### src/rtl/cdb_pkg.sv
// ----------------------------------------------------------------------------
// cdb_pkg
// Shared operation codes, status codes and the access control type of the
// circular deque buffer.
// ----------------------------------------------------------------------------
package cdb_pkg;

   // Operation carried by a request.
   typedef enum logic [2:0] {
      MODE_PUSH_HEAD  = 3'd0,
      MODE_PUSH_TAIL  = 3'd1,
      MODE_POP_HEAD   = 3'd2,
      MODE_POP_TAIL   = 3'd3,
      MODE_READ_INDEX = 3'd4,
      MODE_WRITE_INDEX = 3'd5
   } mode_type;

   // Status returned with every response.
   typedef enum logic [1:0] {
      ST_OK    = 2'd0,
      ST_FULL  = 2'd1,
      ST_EMPTY = 2'd2,
      ST_RANGE = 2'd3
   } status_type;

   // Decision of the control logic for one request.
   typedef struct packed {
      status_type status;
      logic       we;
      logic       re;
   } access_type;

endpackage

### src/rtl/cdb_ram.sv
// ----------------------------------------------------------------------------
// cdb_ram
// Generic single-port synchronous RAM with a registered read port.
// ----------------------------------------------------------------------------
module cdb_ram #(
   parameter int WIDTH = 32,
   parameter int DEPTH = 64
) (
   input  logic                     clock,
   input  logic                     we,
   input  logic                     re,
   input  logic [$clog2(DEPTH)-1:0] addr,
   input  logic [WIDTH-1:0]         wdata,
   output logic [WIDTH-1:0]         rdata
);

   logic [WIDTH-1:0] mem_ff [DEPTH];
   logic [WIDTH-1:0] rdata_ff;

   // One access per cycle: a write or a read of one entry.
   always_ff @(posedge clock) begin
      if (we) begin
         mem_ff[addr] <= wdata;
      end
      if (re) begin
         rdata_ff <= mem_ff[addr];
      end
   end

   assign rdata = rdata_ff;

endmodule

### src/rtl/cdb_ctrl.sv
// ----------------------------------------------------------------------------
// cdb_ctrl
// Request decoder: checks full, empty and index range, resolves the entry
// address and produces the next head, tail and count values.
// ----------------------------------------------------------------------------
module cdb_ctrl #(
   parameter int DEPTH = 64
) (
   input  logic [2:0]                     req_mode,
   input  logic signed [6:0]              req_index,
   input  logic [$clog2(DEPTH)-1:0]       head,
   input  logic [$clog2(DEPTH)-1:0]       tail,
   input  logic [$clog2(DEPTH+1)-1:0]     count,
   output logic [$clog2(DEPTH)-1:0]       addr,
   output logic [$clog2(DEPTH)-1:0]       head_in,
   output logic [$clog2(DEPTH)-1:0]       tail_in,
   output logic [$clog2(DEPTH+1)-1:0]     count_in,
   output cdb_pkg::access_type            access
);
   import cdb_pkg::*;

   localparam int PW   = $clog2(DEPTH);
   localparam int CW   = $clog2(DEPTH + 1);
   localparam int CMPW = (CW > 7) ? CW : 7;
   localparam int AW   = ((PW > 7) ? PW : 7) + 2;

   logic [PW-1:0]   head_inc, head_dec, tail_inc, tail_dec;
   logic            full, empty;
   logic            neg;
   logic [6:0]      back;
   logic [CMPW-1:0] cnt_cmp;
   logic            in_range;
   logic [AW-1:0]   pos_sum, neg_sum, raw_slot, slot;

   // Ring pointer steps, wrapping at the capacity.
   assign head_inc = (head == PW'(DEPTH - 1)) ? '0 : head + PW'(1);
   assign head_dec = (head == '0) ? PW'(DEPTH - 1) : head - PW'(1);
   assign tail_inc = (tail == PW'(DEPTH - 1)) ? '0 : tail + PW'(1);
   assign tail_dec = (tail == '0) ? PW'(DEPTH - 1) : tail - PW'(1);

   assign full  = (count == CW'(DEPTH));
   assign empty = (count == '0);

   // A negative index counts back from the head, a non-negative one from the tail.
   assign neg     = req_index[6];
   assign back    = 7'(~req_index) + 7'd1;
   assign cnt_cmp = CMPW'(count);
   assign in_range = neg ? (CMPW'(back) <= cnt_cmp)
                         : (CMPW'(req_index[5:0]) < cnt_cmp);

   // Both sums stay below twice the capacity when in range: one subtract wraps.
   assign pos_sum  = AW'(tail) + AW'(req_index[5:0]);
   assign neg_sum  = AW'(head) + AW'(DEPTH) - AW'(back);
   assign raw_slot = neg ? neg_sum : pos_sum;
   assign slot     = (raw_slot >= AW'(DEPTH)) ? raw_slot - AW'(DEPTH) : raw_slot;

   // Per-operation decision; errors leave the state as it is.
   always_comb begin
      access.status = ST_OK;
      access.we     = 1'b0;
      access.re     = 1'b0;
      addr          = '0;
      head_in       = head;
      tail_in       = tail;
      count_in      = count;
      case (mode_type'(req_mode))
         MODE_PUSH_HEAD: begin
            if (full) begin
               access.status = ST_FULL;
            end else begin
               access.we = 1'b1;
               addr      = head;
               head_in   = head_inc;
               count_in  = count + CW'(1);
            end
         end
         MODE_PUSH_TAIL: begin
            if (full) begin
               access.status = ST_FULL;
            end else begin
               access.we = 1'b1;
               addr      = tail_dec;
               tail_in   = tail_dec;
               count_in  = count + CW'(1);
            end
         end
         MODE_POP_HEAD: begin
            if (empty) begin
               access.status = ST_EMPTY;
            end else begin
               access.re = 1'b1;
               addr      = head_dec;
               head_in   = head_dec;
               count_in  = count - CW'(1);
            end
         end
         MODE_POP_TAIL: begin
            if (empty) begin
               access.status = ST_EMPTY;
            end else begin
               access.re = 1'b1;
               addr      = tail;
               tail_in   = tail_inc;
               count_in  = count - CW'(1);
            end
         end
         MODE_READ_INDEX: begin
            if (in_range) begin
               access.re = 1'b1;
               addr      = slot[PW-1:0];
            end else begin
               access.status = ST_RANGE;
            end
         end
         MODE_WRITE_INDEX: begin
            if (in_range) begin
               access.we = 1'b1;
               addr      = slot[PW-1:0];
            end else begin
               access.status = ST_RANGE;
            end
         end
         default: begin
            // Unused codes do nothing.
         end
      endcase
   end

endmodule

### src/rtl/circular_deque_buffer_top.sv
// ----------------------------------------------------------------------------
// circular_deque_buffer_top
// Fixed-capacity double-ended ring buffer with indexed read and write.
//
//   channel   direction  ports                                handshake
//   request   in         req_mode, req_value, req_index       start && !busy
//   response  out        rsp_data, rsp_status, rsp_count      rsp_valid strobe
//
// One request per cycle while busy is low; its response follows on the next cycle.
// The decoder addresses the element RAM straight from the request, so the
// RAM's registered read sets the response delay, not the rate.
// A write lands at the accept edge, before the next request reads.
// Reset clears the pointers and count; busy is high for one cycle after it.
// The receiver cannot stall: every response is shown for exactly one cycle.
// ----------------------------------------------------------------------------
module circular_deque_buffer_top #(
   parameter int DEPTH      = 64,
   parameter int DATA_WIDTH = 32
) (
   input  logic                   clock,
   input  logic                   reset,
   input  logic                   start,
   output logic                   busy,
   input  logic [2:0]             req_mode,
   input  logic [31:0]            req_value,
   input  logic signed [6:0]      req_index,
   output logic                   rsp_valid,
   output logic [31:0]            rsp_data,
   output cdb_pkg::status_type    rsp_status,
   output logic [6:0]             rsp_count
);
   import cdb_pkg::*;

   localparam int PW   = $clog2(DEPTH);
   localparam int CW   = $clog2(DEPTH + 1);
   localparam int CMPW = (CW > 7) ? CW : 7;
   localparam int XW   = (DATA_WIDTH > 32) ? DATA_WIDTH : 32;

   logic [PW-1:0]         head_ff, tail_ff, head_in, tail_in, addr;
   logic [CW-1:0]         count_ff, count_in;
   logic [CMPW-1:0]       count_ext;
   access_type            access;
   logic                  accept;
   logic                  busy_ff;
   logic                  rsp_valid_ff, rd_sel_ff;
   status_type            status_ff;
   logic [6:0]            rsp_count_ff;
   logic [XW-1:0]         val_ext, rd_ext;
   logic [DATA_WIDTH-1:0] ram_rdata;

   assign accept = start && !busy_ff;

   // Decode the request against the current pointers.
   cdb_ctrl #(.DEPTH(DEPTH)) u_ctrl (
      .req_mode  (req_mode),
      .req_index (req_index),
      .head      (head_ff),
      .tail      (tail_ff),
      .count     (count_ff),
      .addr      (addr),
      .head_in   (head_in),
      .tail_in   (tail_in),
      .count_in  (count_in),
      .access    (access)
   );

   // Element store; data is masked to the element width on the way in.
   assign val_ext = XW'(req_value);

   cdb_ram #(.WIDTH(DATA_WIDTH), .DEPTH(DEPTH)) u_ram (
      .clock (clock),
      .we    (accept && access.we),
      .re    (accept && access.re),
      .addr  (addr),
      .wdata (val_ext[DATA_WIDTH-1:0]),
      .rdata (ram_rdata)
   );

   assign count_ext = CMPW'(count_in);

   // Pointer state and the registered response fields.
   always_ff @(posedge clock) begin
      if (reset) begin
         head_ff      <= '0;
         tail_ff      <= '0;
         count_ff     <= '0;
         busy_ff      <= 1'b1;
         rsp_valid_ff <= 1'b0;
         rd_sel_ff    <= 1'b0;
      end else begin
         busy_ff      <= 1'b0;
         rsp_valid_ff <= accept;
         if (accept) begin
            head_ff   <= head_in;
            tail_ff   <= tail_in;
            count_ff  <= count_in;
            rd_sel_ff <= access.re;
         end
      end
      if (accept) begin
         status_ff    <= access.status;
         rsp_count_ff <= count_ext[6:0];
      end
   end

   // Read data comes straight from the RAM output register.
   assign rd_ext     = XW'(ram_rdata);
   assign busy       = busy_ff;
   assign rsp_valid  = rsp_valid_ff;
   assign rsp_data   = rd_sel_ff ? rd_ext[31:0] : 32'd0;
   assign rsp_status = status_ff;
   assign rsp_count  = rsp_count_ff;

   // Every accepted request yields exactly one response on the next cycle.
   a_one_response: assert property (@(posedge clock) disable iff (reset)
      rsp_valid_ff == $past(accept))
      else $error("response strobe does not follow the request");

   // The stored element count never exceeds the capacity.
   a_count_bound: assert property (@(posedge clock) disable iff (reset)
      count_ff <= CW'(DEPTH))
      else $error("element count above capacity");

   // A full refusal leaves the buffer full, an empty refusal leaves it empty.
   a_full_count: assert property (@(posedge clock) disable iff (reset)
      rsp_valid_ff && (status_ff == ST_FULL) |-> count_ff == CW'(DEPTH))
      else $error("full status with buffer not full");

   a_empty_count: assert property (@(posedge clock) disable iff (reset)
      rsp_valid_ff && (status_ff == ST_EMPTY) |-> count_ff == '0)
      else $error("empty status with buffer not empty");

   // An error never carries element data.
   a_error_data: assert property (@(posedge clock) disable iff (reset)
      rsp_valid_ff && (status_ff != ST_OK) |-> !rd_sel_ff)
      else $error("data returned with an error status");

endmodule

### config.mk
export PLATFORM = sky130hd
export DESIGN_NAME = circular_deque_buffer_top
export DESIGN_NICKNAME = d
export VERILOG_FILES = /design/src/rtl/cdb_pkg.sv /design/src/rtl/cdb_ram.sv /design/src/rtl/cdb_ctrl.sv /design/src/rtl/circular_deque_buffer_top.sv
export SDC_FILE = /design/constraint.sdc
export NUM_CORES = 2
export LEC_CHECK = 0
export BUFFER_PORTS_ARGS = -buffer_cell sky130_fd_sc_hd__buf_2
export CAP_MARGIN = 20
export CORE_AREA = 4 4 418 523
export DETAILED_ROUTE_END_ITERATION = 7
export DIE_AREA = 0 0 422 527
export PLACE_DENSITY = 0.59
export SLEW_MARGIN = 20
export SYNTH_ARGS = -nofsm -noshare
export SYNTH_HDL_FRONTEND = slang
export SYNTH_SLANG_ARGS = --single-unit
### constraint.sdc
create_clock -name clock -period 13.4 [get_ports clock]
set_input_delay 3.35 -clock clock [delete_from_list [all_inputs] [get_ports clock]]
set_output_delay 3.35 -clock clock [all_outputs]
set_load 0.05 [all_outputs]
==> results.py <==
metrics = {
    "floorplanning": {
        "die_h_um": 527,
        "start_util_pct": 39.72,
        "placementRows": 190,
        "num_io_pins": 88,
        "dieArea_um2": 222400,
        "core_area_um2": 213700,
        "die_w_um": 422,
    },
    "routing": {
        "drtIter0Drc": 8512,
        "drtAntennaViolNets": 0,
        "vias_per_cell": 6.184,
        "drcViolationCount": 0,
        "firstDrtPassIters": 6,
        "wl_per_cell_um": 33.57,
        "wl_met2_mm": 140.4,
        "routed_wl_mm": 300.1,
        "wl_met1_mm": 109.1,
        "vias": 55280,
        "highest_layer": "met5",
        "wl_met3_mm": 31.83,
    },
    "sta": {
        "finClkSkew_ns": 0.05924,
        "maxSlewViolCount": 0,
        "hold_slack_ns": 0.4881,
        "setup_tns_ns": 0,
        "worst-slew-pin-transition_ns": 1.127,
        "hold_viol_final": 0,
        "final-setup-viol-count": 0,
        "clock.fmax_mhz": 113.7,
        "rsz0062_at_grt": "no",
        "post-route-period-util_pct": 65.61,
        "fin_crit_ns": 8.792,
        "max-slew-margin-rel_pct": 24.71,
    },
    "finish": {
        "drive_gt1_share_pct": 11.15,
        "final_nets": 6079,
        "stdcell_area_um2": 95160,
        "syn_to_final_growth_pct": 12.09,
    },
    "critical_path": {
        "r2r_cells": 17,
        "critPathLaunch": "req_index[2]",
        "crit_required_ns": 14.01,
        "worstSetupEndpoint": "u_ram.rdata[27]",
        "reg2reg_from": "count_ff[1]",
        "reg2reg_setup_slack_ns": 7.09,
        "r2r-end": "u_ram.rdata[27]",
        "max_stage_delay_ns": 0.79,
        "end_kind": "flop",
        "critPathMaxFanout": 46,
        "worst_setup_path_start_kind": "input pin",
        "cp_common_cell": "buf_4",
        "slowest_stage": "buf_4",
        "arrival_ns": 9.40,
        "path_class": "input pin to flop",
        "crit_chain": "buf_2, nor3_1, nor3b_1, xnor2_1, ha_1, and4_1, a21boi_0, o311ai_2, nand3_1, a21oi_4, buf_4, buf_4, buf_4, nand3_1, nand4_1, o21ai_0, a311o_1, or3_1",
    },
    "cts": {
        "root_buffer": "clkbuf_16",
        "clock_latency_ns": 0.87,
        "clockBufferDepth": 4,
        "cts_tree": "yes",
        "cts_resized": 0,
        "post_cts_buffers": 0,
        "numClockSinks": 2111,
        "cts-buffers-inserted": 205,
        "cts_max_level": 4,
        "ctsHoldBuffers": 0,
        "path_clk_slew_ns": 0.07,
    },
    "run": {
        "maxCapViolations": 0,
    },
    "synth": {
        "yosysUniqueCellTypes": 111,
        "synth-edff-count": 2089,
        "yosys_most_used_dff": "edfxtp_1",
        "yosysSeqAreaShare_pct": 74.41,
        "synth_warnings": 0,
        "synth_nets": 5975,
        "synthArstFlopShare_pct": 0,
        "synth.avg_cell_area_um2": 14.40,
        "syn_inst": 5896,
        "ys_ff_latch": 2111,
        "syn_area_um2": 84890,
    },
    "hold_path": {
        "hold_path_depth": 2,
        "min_path_type": "flop to flop",
    },
    "place": {
        "dp_hpwl_mm": 169.3,
        "postPlaceCellArea_um2": 88880,
        "gp_congestion": 0.8639,
        "io_buffers": 87,
    },
    "power": {
        "p_per_area_nw_per_um2": 149.4,
        "ir_drop_mv": 0.1027,
        "leakage_nw": 31.49,
    },
    "global_routing": {
        "grt_pass1_wl_mm": 416.4,
        "grt_pass1_vias": 52870,
        "grtUsageTotal_pct": 26.17,
        "gr-total-overflow": 0,
        "grt_antenna_before_repair": 13,
        "grt_start_max_net_pins": 138,
    },
    "run_status": {
        "status": "finished clean",
    },
}
## through the flow
stage | power (mW) | cells | setup slack [ns] | utilization (%)
6_report | 14.22 | 8939 | 4.608 | 44.52
5_1_grt | 14.58 | 8935 | 4.492 | 44.52
4_1_cts | 14.23 | 8933 | 4.816 | 44.51
3_5_place_dp | 8.742 | 8576 | 3.929 | 41.59
3_3_place_gp | 8.737 | 8574 | 3.890 | 41.57
2_1_floorplan | 8.167 | 5896 | 4.926 | -
## synthesized netlist by cell type (all sizes together), types with 34 or more instances
master | instances | share of area [%]
a31oi | 103 | 0.78
and2 | 34 | 0.25
a21oi | 165 | 1.0
edfxtp | 2089 | 74
a22oi | 34 | 0.30
a32oi | 148 | 1.5
and3 | 95 | 0.71
nand2 | 1398 | 6.2
buf | 279 | 2.1
nor2 | 136 | 0.60
nand3 | 448 | 2.6
mux2i | 255 | 3.0
o21ai | 66 | 0.41
nand4 | 80 | 0.59
mux4 | 37 | 0.98
clkbuf | 89 | 0.39
## report_power, final
part           switching [mW]  total (mW)  internal, mW
Sequential            0.00853        7.28          7.28
Clock                    2.48        5.59          3.11
Combinational            1.01        1.35         0.336
Total                    3.50        14.2          10.7
## area by class of cell
cell class / instances / area [um2]
Inverter: 26 / 97.59
Tap cell: 2784 / 3483
Multi-Input combinational cell: 3391 / 20220
Clock inverter: 96 / 872.1
Clock buffer: 261 / 5371
Sequential cell: 2111 / 63170
Fill cell: 18700 / 118600
Timing Repair Buffer: 265 / 1929
Antenna cell: 5 / 12.51
## worst max-delay path: cells and delay by family
family	cells	cell delay (ns)
xor+xnor	1	0.17
compound gates	5	1.65
fa+ha+maj	1	0.26
simple gates	7	2.04
buf+inv	4	1.87
## state kept, by name (all words and copies together) (netlist names), 2 cells and up
signal,count
u_ram.rdata,32
rsp_count,7
tail_ff,6
rsp_status,2
count_ff,7
u_ram.mem_ff,2048
head_ff,6
## kinds of logic (layout without fill, tap and decap cells)
group	count (synthesis)	after routing	synth area share, %
other	0	5	0
AOI/OAI and AO/OA	754	754	6.435
buffers and inverters	394	648	2.567
and+or+nand+nor	2292	2292	11.86
DFF	2111	2111	74.41
adders and majority gates	34	34	0.5188
muxes	294	294	4.015
xor gates and xnor gates	17	17	0.1916
## metal layers
| metal | vias up | GRT usage [%] |
|---|---|---|
| met1 | 28070 | 33.62 |
| met2 | 3794 | 42.18 |
| met5 | - | 0 |
| li1 | 22640 | - |
| met4 | 10 | 14.18 |
| met3 | 765 | 4.896 |
## placed cells by master, fill, tap and decap left out, drive strengths merged, types with 16 or more instances in the layout
master / n
a221oi: 33
edfxtp: 2089
inv: 32
and2: 34
o22ai: 27
clkinv: 73
mux4: 37
nand2: 1398
nor2: 136
buf: 265
nor3: 24
nand3: 448
a31oi: 103
ha: 32
a211oi: 27
a32oi: 148
or3: 17
mux2i: 255
o211ai: 16
nand4: 80
clkbuf: 261
a22oi: 34
dfxtp: 22
o2111ai: 28
o21ai: 66
a21oi: 165
and3: 95
## worst min-delay path by stage
stage | start | end
detailed placement | count_ff[5] | count_ff[5]
global route | count_ff[5] | count_ff[5]
finish | count_ff[5] | count_ff[5]
floorplan | count_ff[5] | count_ff[5]
global placement | count_ff[5] | count_ff[5]
CTS | count_ff[5] | count_ff[5]
Note: power is estimated with default switching activity, not from simulation.
